--- config.mk ---
export PLATFORM = sky130hd
export DESIGN_NAME = windowed_min_avg_max_rollup
export DESIGN_NICKNAME = d
export VERILOG_FILES = /design/src/rtl/core/wmam_pkg.sv /design/src/rtl/core/windowed_min_avg_max_rollup.sv
export SDC_FILE = /design/constraint.sdc
export NUM_CORES = 1
export LEC_CHECK = 0
export BUFFER_PORTS_ARGS = -buffer_cell sky130_fd_sc_hd__buf_2
export CAP_MARGIN = 15
export CORE_MARGIN = 3
export CORE_UTILIZATION = 40
export CTS_CLUSTER_DIAMETER = 120
export CTS_CLUSTER_SIZE = 30
export DETAILED_ROUTE_END_ITERATION = 8
export PLACE_DENSITY_LB_ADDON = 0.12
export SLEW_MARGIN = 20
export SYNTH_ARGS = -nofsm -noshare
export SYNTH_HDL_FRONTEND = slang
export SYNTH_SLANG_ARGS = --single-unit
--- constraint.sdc ---
create_clock -name clk_i -period 21.8 [get_ports clk_i]
set_input_delay 2.18 -clock clk_i [delete_from_list [all_inputs] [get_ports clk_i]]
set_output_delay 2.18 -clock clk_i [all_outputs]
set_load 0.02 [all_outputs]
--- src/rtl/core/wmam_pkg.sv ---
`timescale 1ns / 1ps

package wmam_pkg;

  // field widths
  localparam int unsigned COUNT_BITS  = 24;
  localparam int unsigned SAMPLE_BITS = 16;
  localparam int unsigned SUM_BITS    = COUNT_BITS + SAMPLE_BITS;
  localparam int unsigned TIME_BITS   = 64;
  localparam int unsigned WIN_BITS    = 40;
  localparam int unsigned STEP_BITS   = $clog2(SAMPLE_BITS);

  // window length used when the register holds zero, and its reset value
  localparam logic [WIN_BITS-1:0] WIN_DEFAULT_NS = WIN_BITS'(64'd600 * 64'd1000000000);

  // command codes
  localparam logic CMD_ADD   = 1'b0;
  localparam logic CMD_FLUSH = 1'b1;

  // input word
  typedef struct packed {
    logic                   command;
    logic [SAMPLE_BITS-1:0] vrms_sample;
    logic [TIME_BITS-1:0]   time_ns;
  } wmam_in_t;

  // output word: one closed window
  typedef struct packed {
    logic [TIME_BITS-1:0]   window_start;
    logic [TIME_BITS-1:0]   window_end;
    logic [COUNT_BITS-1:0]  sample_count;
    logic [SAMPLE_BITS-1:0] minimum_value;
    logic [SAMPLE_BITS-1:0] mean_value;
    logic [SAMPLE_BITS-1:0] maximum_value;
  } wmam_out_t;

endpackage

--- src/rtl/core/windowed_min_avg_max_rollup.sv ---
`timescale 1ns / 1ps

// channel   direction  handshake                  payload
// in        input      in_valid_i / in_ready_o    in_data_i   (wmam_pkg::wmam_in_t)
// out       output     out_valid_o / out_ready_i  out_data_o  (wmam_pkg::wmam_out_t)
// cfg       input      cfg_valid_i / cfg_ready_o  cfg_data_i  (window length, ns)
//
// A word that closes no window goes through the diff and decide states to idle.
// A word that closes a window also goes through divider init, the 16 steps of the
// restoring divider (mean) and the push, which waits for the output register.
// Reset clears the window (empty) and sets the window length to 600 s.
// in_ready_o is low while a word is at work; out_data_o holds until taken.
module windowed_min_avg_max_rollup (
  input  logic                            clk_i,
  input  logic                            rst_ni,
  input  logic                            in_valid_i,
  output logic                            in_ready_o,
  input  wmam_pkg::wmam_in_t              in_data_i,
  output logic                            out_valid_o,
  input  logic                            out_ready_i,
  output wmam_pkg::wmam_out_t             out_data_o,
  input  logic                            cfg_valid_i,
  output logic                            cfg_ready_o,
  input  logic [wmam_pkg::WIN_BITS-1:0]   cfg_data_i
);

  localparam int unsigned CB = wmam_pkg::COUNT_BITS;
  localparam int unsigned SB = wmam_pkg::SAMPLE_BITS;
  localparam int unsigned UB = wmam_pkg::SUM_BITS;
  localparam int unsigned TB = wmam_pkg::TIME_BITS;
  localparam int unsigned WB = wmam_pkg::WIN_BITS;
  localparam int unsigned KB = wmam_pkg::STEP_BITS;
  localparam logic [KB-1:0] LAST_STEP = KB'(SB - 1);
  localparam logic [CB-1:0] COUNT_MAX = {CB{1'b1}};

  typedef enum logic [5:0] {
    ST_IDLE   = 6'b000001,
    ST_DIFF   = 6'b000010,
    ST_DECIDE = 6'b000100,
    ST_DINIT  = 6'b001000,
    ST_DIV    = 6'b010000,
    ST_PUSH   = 6'b100000
  } wmam_state_e;

  wmam_state_e state_q, state_d;

  // window state
  logic [WB-1:0] win_q;
  logic [TB-1:0] start_q, start_d;
  logic [SB-1:0] min_q, min_d;
  logic [SB-1:0] max_q, max_d;
  logic [UB-1:0] sum_q, sum_d;
  logic [CB-1:0] cnt_q, cnt_d;

  // latched input word
  logic          cmd_q;
  logic [SB-1:0] smp_q;
  logic [TB-1:0] time_q;

  // window age check
  logic [TB-1:0] diff_q, diff_d;
  logic          borrow_q, borrow_d;

  // divider
  logic [CB-1:0] rem_q, rem_d;
  logic [SB-1:0] quo_q, quo_d;
  logic [KB-1:0] step_q, step_d;

  // output register
  logic                out_valid_q, out_valid_d;
  wmam_pkg::wmam_out_t out_q, out_d;

  logic          accept;
  logic [WB-1:0] win_eff;
  logic          emit;
  logic [UB-1:0] dividend;
  logic [CB:0]   trial;
  logic          out_free;
  logic [SB-1:0] min_upd, max_upd;
  logic          empty;

  assign in_ready_o  = (state_q == ST_IDLE);
  assign accept      = in_valid_i && in_ready_o;
  assign cfg_ready_o = 1'b1;
  assign out_valid_o = out_valid_q;
  assign out_data_o  = out_q;
  assign out_free    = !out_valid_q || out_ready_i;
  assign empty       = (cnt_q == '0);

  // zero length stands for the default window
  assign win_eff  = (win_q == '0) ? wmam_pkg::WIN_DEFAULT_NS : win_q;

  // a flush closes any non-empty window, a sample closes an aged one
  assign emit     = !empty && ((cmd_q == wmam_pkg::CMD_FLUSH) ||
                    (!borrow_q && (diff_q >= TB'(win_eff))));

  // rounded-half-up dividend and one restoring step
  assign dividend = sum_q + UB'(cnt_q >> 1);
  assign trial    = {rem_q, quo_q[SB-1]} - {1'b0, cnt_q};

  // running min and max for an added sample, the empty window opening on it
  assign min_upd  = (empty || (smp_q < min_q)) ? smp_q : min_q;
  assign max_upd  = (empty || (smp_q > max_q)) ? smp_q : max_q;

  // sequencer
  always_comb begin
    state_d     = state_q;
    start_d     = start_q;
    min_d       = min_q;
    max_d       = max_q;
    sum_d       = sum_q;
    cnt_d       = cnt_q;
    diff_d      = diff_q;
    borrow_d    = borrow_q;
    rem_d       = rem_q;
    quo_d       = quo_q;
    step_d      = step_q;
    out_d       = out_q;
    out_valid_d = out_valid_q && !out_ready_i;
    unique case (state_q)
      ST_IDLE: begin
        if (accept) begin
          state_d = ST_DIFF;
        end
      end
      ST_DIFF: begin
        {borrow_d, diff_d} = {1'b0, time_q} - {1'b0, start_q};
        state_d = ST_DECIDE;
      end
      ST_DECIDE: begin
        if (emit) begin
          state_d = ST_DINIT;
        end else begin
          if (cmd_q == wmam_pkg::CMD_ADD) begin
            if (empty) begin
              start_d = time_q;
            end
            min_d = min_upd;
            max_d = max_upd;
            if (cnt_q != COUNT_MAX) begin
              sum_d = sum_q + UB'(smp_q);
              cnt_d = cnt_q + 1'b1;
            end
          end
          state_d = ST_IDLE;
        end
      end
      ST_DINIT: begin
        rem_d   = dividend[UB-1:SB];
        quo_d   = dividend[SB-1:0];
        step_d  = '0;
        state_d = ST_DIV;
      end
      ST_DIV: begin
        if (!trial[CB]) begin
          rem_d = trial[CB-1:0];
        end else begin
          rem_d = {rem_q[CB-2:0], quo_q[SB-1]};
        end
        quo_d  = {quo_q[SB-2:0], !trial[CB]};
        step_d = step_q + 1'b1;
        if (step_q == LAST_STEP) begin
          state_d = ST_PUSH;
        end
      end
      ST_PUSH: begin
        if (out_free) begin
          out_valid_d         = 1'b1;
          out_d.window_start  = start_q;
          out_d.window_end    = time_q;
          out_d.sample_count  = cnt_q;
          out_d.minimum_value = min_q;
          out_d.mean_value    = quo_q;
          out_d.maximum_value = max_q;
          // open the next window at the closing time
          start_d = time_q;
          if (cmd_q == wmam_pkg::CMD_FLUSH) begin
            min_d = '0;
            max_d = '0;
            sum_d = '0;
            cnt_d = '0;
          end else begin
            min_d = smp_q;
            max_d = smp_q;
            sum_d = UB'(smp_q);
            cnt_d = CB'(1);
          end
          state_d = ST_IDLE;
        end
      end
      default: begin
        state_d = ST_IDLE;
      end
    endcase
  end

  // control and window state
  always_ff @(posedge clk_i or negedge rst_ni) begin
    if (!rst_ni) begin
      state_q     <= ST_IDLE;
      out_valid_q <= 1'b0;
      win_q       <= wmam_pkg::WIN_DEFAULT_NS;
      start_q     <= '0;
      min_q       <= '0;
      max_q       <= '0;
      sum_q       <= '0;
      cnt_q       <= '0;
      step_q      <= '0;
    end else begin
      state_q     <= state_d;
      out_valid_q <= out_valid_d;
      if (cfg_valid_i && cfg_ready_o) begin
        win_q <= cfg_data_i;
      end
      start_q     <= start_d;
      min_q       <= min_d;
      max_q       <= max_d;
      sum_q       <= sum_d;
      cnt_q       <= cnt_d;
      step_q      <= step_d;
    end
  end

  // payload registers
  always_ff @(posedge clk_i) begin
    if (accept) begin
      cmd_q  <= in_data_i.command;
      smp_q  <= in_data_i.vrms_sample;
      time_q <= in_data_i.time_ns;
    end
    diff_q   <= diff_d;
    borrow_q <= borrow_d;
    rem_q    <= rem_d;
    quo_q    <= quo_d;
    out_q    <= out_d;
  end

  // a non-empty window never has min above max
  a_min_le_max: assert property (@(posedge clk_i) disable iff (!rst_ni)
    (cnt_q != '0) |-> (min_q <= max_q))
    else $error("window min above max");

  // divider remainder stays below the divisor
  a_rem_lt_cnt: assert property (@(posedge clk_i) disable iff (!rst_ni)
    (state_q == ST_DIV) |-> (rem_q < cnt_q))
    else $error("divider remainder out of range");

  // last divider step hands over to the push
  a_div_done: assert property (@(posedge clk_i) disable iff (!rst_ni)
    ((state_q == ST_DIV) && (step_q == LAST_STEP)) |=> (state_q == ST_PUSH))
    else $error("divider overran its step count");

  // a record only appears out of the push state
  a_out_src: assert property (@(posedge clk_i) disable iff (!rst_ni)
    $rose(out_valid_q) |-> $past(state_q == ST_PUSH))
    else $error("output word loaded outside push");

endmodule

==> impl_metrics.json, run 1 <==
{
  "drive_above_1_share_pct": 19.01,
  "hpwl_mm": 61.39,
  "min_path_type": "register to register",
  "max-cap-violations": 0,
  "core-area_um2": 76200,
  "worst-r2r-cell-count": 16,
  "cts_root_buffer": "clkbuf_16",
  "syn_area_um2": 30890,
  "layout.cells.non_filler": 3969,
  "rows": 101,
  "period_needed_ns": 5.956,
  "wirelength_mm": 82.65,
  "fin_crit_sh_pct": 27.32,
  "post_cts_buffers": 0,
  "finalSetupViolations": 0,
  "die_w_um": 283.9,
  "synth_edf_count": 386,
  "ios": 329,
  "yosysMostFrequentCell": "edfxtp_1",
  "path_max_fanout": 40,
  "netlist_top_cells_count": "edfxtp_1, a21oi_1, ha_1, dfrtp_1, inv_1",
  "clock_latency_ns": 0.61,
  "worstHoldEndpoint": "out_data_o[27]",
  "ys_ff_latch": 597,
  "viasPerCell": 5.400,
  "die_h_um": 283.9,
  "dr.pass1.iters": 5,
  "rsz0062_at_grt": "false",
  "crit_chain": "nor4_1 -> nand4_1 -> nor3_2 -> nor2_1 -> ha_1 -> nand4_1 -> nor4_1 -> and3_1 -> o211ai_1 -> o32a_2 -> nand2_1 -> a21oi_2 -> o22ai_2 -> or2_4 -> buf_4 -> mux2_2",
  "overflow": 0,
  "synth_ff_type": "edfxtp_1",
  "synth_top_area_cell": "edfxtp_1",
  "cpMaxStageDelayCell": "nor3_2",
  "area_delta_synth_final_pct": 11.24,
  "path_clk_slew_ns": 0.11,
  "ys_types": 98,
  "critical_path_required_ns": 22.30,
  "hold_buffers": 0,
  "grt_pass1_wl_mm": 127.8,
  "grt_pass1_vias": 21718,
  "synth.net_count": 2958,
  "hp-start": "quo_q[11]",
  "htreeDepth": 1,
  "track_usage_pct": 19.97,
  "timing.fmax_ghz": 0.1679,
  "hold_viol_final": 0,
  "status": "finished, final reports clean",
  "rr_startpoint": "win_q[30]",
  "dpl.cell_count": 3921,
  "synth.top_cell.area_share_pct": 37.52,
  "cts_buffer_depth": 3,
  "wire_per_inst_um": 20.82,
  "avgSynthCellArea_um2": 11.76,
  "crit_type": "register to register",
  "synthArstFlopShare_pct": 35.34,
  "grt_start_max_net_pins": 136,
  "power_density_nw_per_um2": 112.2,
  "cp_slowest_stage_delay_ns": 0.81,
  "port_buffers": 327,
  "tritoncts": "built",
  "finalSetupTns_ns": 0,
  "nNetsFinal": 3249,
  "peakVddDrop_mv": 0.05989,
  "synth_area_leaders": "edfxtp_1, dfrtp_1, ha_1",
  "drcViolationCount": 0,
  "yosysSeqAreaShare_pct": 54.68,
  "arrival_ns": 6.45,
  "yosys_warnings": 0,
  "cts_buffers": 25,
  "grt_antenna_before_repair": 7,
  "r2r_setup_slack_ns": 15.84,
  "worstHoldPathCells": 0,
  "fin_area_um2": 34360,
  "syn_inst": 2627,
  "reg2reg_to": "start_q[3]",
  "cts_resized": 0,
  "relSlewSlack_pct": 26.21,
  "gp_congestion": 0.9032,
  "drv_slew": 0,
  "worstMarginPinSlew_ns": 1.106,
  "dpl-instance-area_um2": 33570,
  "drt_iter0_markers": 1472,
  "dieArea_um2": 80600,
  "vias": 21431,
  "cp-end-kind": "register",
  "ant_nets": 0,
  "fillers": 7107,
  "clock_sinks": 597,
  "start_util_pct": 40.54,
  "p_leak_nw": 14.17,
  "skew_ns": 0.02267,
  "start_kind": "register"
}
## where the power goes
| part | internal, mW | switching (mW) | total [mW] |
|---|---|---|---|
| sequential | 1.50 | 0.173 | 1.67 |
| clock | 0.236 | 0.364 | 0.599 |
| combinational | 0.667 | 0.918 | 1.59 |
## per-stage QoR
stage / total power, mW / setup slack [ns] / hold slack [ns] / util, %
after floorplan: 2.816 / 9.147 / 0.4262 / -
after global placement: 3.241 / 15.98 / 0.4362 / 44.06
after detailed placement: 3.271 / 15.79 / 0.4475 / 44.06
after CTS: 3.889 / 15.75 / 0.4754 / 45.08
after global routing: 4.137 / 15.42 / 0.4923 / 45.10
final: 3.856 / 15.84 / 0.4677 / 45.10
## placed cells by master (no fill, tap or decap), drive strengths merged, types with 16 or more instances in the layout
master  instances
a211oi         31
a21o           74
a21oi         220
a31oi          38
and2           38
and3           35
buf           339
clkbuf         36
dfrtp         195
dfstp          16
edfxtp        386
ha            201
inv           198
mux2          119
mux2i          32
nand2         167
nand2b         28
nand3          61
nand4          34
nor2          155
nor2b          20
nor3           26
nor4           26
o21a           22
o21ai         145
xnor2          66
xor2           56
## sequential cells by signal, summed over array words and instances (netlist names), 4 cells and up
register / flops
out_data_o: 200
diff_q: 64
start_q: 64
time_q: 64
sum_q: 40
win_q: 40
cnt_q: 24
rem_q: 24
max_q: 16
min_q: 16
quo_q: 16
smp_q: 16
state_q: 6
step_q: 4
## kinds of logic (layout without fill, tap and decap cells)
group / after synthesis / in the layout / share of synthesized area, %
simple gates: 636 / 636 / 10.26
compound gates: 646 / 646 / 13.47
buf+inv: 269 / 578 / 3.645
xor+xnor: 122 / 122 / 3.459
mux: 151 / 151 / 6.079
other cells: 1 / 4 / 0.01214
fa+ha+maj: 205 / 205 / 8.400
flops: 597 / 597 / 54.68
## metal layers
metal	track usage, %	wire [um]
met1	28.54	39000
met4	5.352	2133
met2	31.83	37300
met3	2.916	4218
met5	0	0
## critical path: cells and delay by family (launching register included)
kind                       cells  cell delay (ns)
AOI/OAI and AO/OA              4             0.71
adders and majority gates      1             0.33
buffers and inverters          1             0.71
muxes                          1             0.41
DFF                            1             0.40
and+or+nand+nor                9             3.18
## final cells by class
type | instances | area, um^2 | area share, %
inverter | 194 | 728.2 | 2.119
clock inverter | 9 | 91.34 | 0.2658
antenna | 3 | 7.507 | 0.02185
tap | 1030 | 1289 | 3.750
clock buffer | 36 | 688.2 | 2.003
multi-input combinational | 1761 | 12910 | 37.58
timing repair buffer | 339 | 1755 | 5.108
sequential | 597 | 16890 | 49.15
## worst max-delay path by stage
stage	from	end	slack, ns	depth (start not counted)
after floorplan	out_ready_i	start_q[10]	9.15	7
after global placement	win_q[30]	start_q[2]	15.98	16
after detailed placement	win_q[30]	start_q[2]	15.79	16
after CTS	win_q[30]	start_q[3]	15.75	16
after global routing	win_q[30]	start_q[2]	15.42	16
final	win_q[30]	start_q[3]	15.84	16
No activity file was read; power rests on OpenSTA's default activity.
==> run 2, diff against run 1 <==
clock period = 6.01 ns   (was 21.8 ns; I/O delays follow)
==> impl_metrics.json, run 2 (same netlist as run 1, synthesis figures left out) <==
{
  "status": "finished, final reports clean",
  "nNetsFinal": 3255,
  "track_usage_pct": 19.80,
  "critPathLaunch": "win_q[30]",
  "crit_chain": "nor4_1 -> nand4_1 -> nor3_2 -> buf_4 -> nor2_1 -> ha_1 -> nand4_1 -> nor4_1 -> and3_1 -> o211ai_1 -> o32a_2 -> nand2_1 -> a21oi_2 -> o22ai_2 -> or2_4 -> buf_12 -> mux2_4",
  "switching_share_pct": 37.70,
  "p_sw_mw": 5.377,
  "p_leak_nw": 14.29,
  "seq_power_share_pct": 42.6,
  "p_int_mw": 8.885,
  "rr_startpoint": "win_q[30]",
  "layout_common_cells": "edfxtp_1, buf_2, a21oi_1",
  "arrival_ns": 5.93,
  "rows": 101,
  "timing.fmax_ghz": 0.1842,
  "drcViolationCount": 0,
  "final_common_cell": "edfxtp_1",
  "dieArea_um2": 80600,
  "post_cts_buffers": 0,
  "cpMaxStageDelayCell": "nor4_1",
  "period_needed_ns": 5.429,
  "path_max_fanout": 35,
  "cts_buffer_depth": 3,
  "crit_buf_inv": 2,
  "grt_pass1_vias": 21059,
  "cts_resized": 0,
  "cts_buffers": 28,
  "dr.pass1.iters": 5,
  "start_util_pct": 40.54,
  "comb_power_share_pct": 40.0,
  "ant_nets": 0,
  "rsz0062_at_grt": "false",
  "htreeDepth": 1,
  "core-area_um2": 76200,
  "peakVddDrop_mv": 0.2841,
  "skew_ns": 0.04079,
  "finalSetupTns_ns": 0,
  "hpwl_mm": 60.89,
  "fin_crit_sh_pct": 90.33,
  "path_clk_slew_ns": 0.12,
  "wirelength_mm": 81.65,
  "drive_above_1_share_pct": 19.31,
  "max-cap-violations": 0,
  "largest_reg_flops": 200,
  "cts_root_buffer": "clkbuf_16",
  "die_w_um": 283.9,
  "wire_per_inst_um": 20.53,
  "crit_type": "register to register",
  "p_clk_share_pct": 17.3,
  "worstMarginPinSlew_ns": 1.101,
  "gp_congestion": 0.8803,
  "ios": 329,
  "overflow": 0,
  "relSlewSlack_pct": 26.41,
  "drv_slew": 0,
  "crit_family": "simple AND/OR/NAND/NOR gates",
  "critical_path_required_ns": 6.51,
  "power_density_nw_per_um2": 412.0,
  "viasPerCell": 5.352,
  "die_h_um": 283.9,
  "start_kind": "register",
  "port_buffers": 327,
  "vias": 21291,
  "grt_pass1_wl_mm": 126.8,
  "drt_iter0_markers": 1443,
  "finalSetupViolations": 0,
  "grt_start_max_net_pins": 134,
  "post-route-util_pct": 45.43,
  "clock_sinks": 597,
  "cp-end-kind": "register",
  "area_delta_synth_final_pct": 12.05,
  "cp_slowest_stage_delay_ns": 0.77,
  "grt_antenna_before_repair": 6,
  "tritoncts": "built",
  "clock_latency_ns": 0.65,
  "hold_buffers": 0,
  "hold_viol_final": 0,
  "min_path_type": "input port to async pin"
}
==> run 2: path summary, 6_finish.rpt <==
kind	slack, ns	depth (start not counted)	endpoint
hold / removal	0.03	1	cnt_q[13]
setup / recovery	0.58	17	start_q[30]
min in group clk_i	0.13	1	smp_q[10]
max in group asynchronous	4.63	2	start_q[30]
setup reg to reg	0.58	17	start_q[30]
hold reg to reg	0.47	0	out_data_o[27]
==> run 2: power groups by stage <==
stage | Clock (mW) | Sequential (mW) | Combinational [mW]
after CTS | 2.57 | 6.10 | 5.72
final | 2.47 | 6.08 | 5.71
after global routing | 2.71 | 6.18 | 6.42
after global placement | 0 | 6.18 | 5.60
after floorplan | 0 | 5.87 | 4.34
after detailed placement | 0 | 6.18 | 5.69
==> run 2: layer usage <==
layer  global-route usage, %  vias up  part of all wire [%]
li1                        -    10231                     -
met1                   28.56    10501                    47
met2                   31.80      490                    46
met3                   3.036       67                   5.4
met4                   3.904        2                   1.7
met5                       0        -                 0.016
==> run 2: through the flow <==
stage	power (mW)	std cells	setup slack, ns	area (um^2)	hold WS (ns)
after CTS	14.39	3976	0.6871	34610	0.04464
after detailed placement	11.87	3924	0.7365	33630	0.4452
after global placement	11.78	3924	0.9324	33620	0.4385
after global routing	15.31	3977	0.3690	34610	0.09033
final	14.26	3978	0.5812	34620	0.03496
after floorplan	10.21	2627	0.6413	30900	0.3054
==> run 2: worst register-to-register path, delay by kind of cell, from the launching register on <==
family          cells  cell delay (ns)
compound gates      4             0.68
fa+ha+maj           1             0.30
mux                 1             0.35
simple gates        9             3.02
buf+inv             2             0.58
flops               1             0.39
==> run 2: cell type report <==
cell class	count	area (um^2)
antenna	2	5.005
clock buffer	39	773.2
clock inverter	13	207.7
fill	7128	41590
inverter	194	728.2
multi-input combinational	1761	12920
sequential	597	16890
tap	1030	1289
timing repair buffer	342	1799
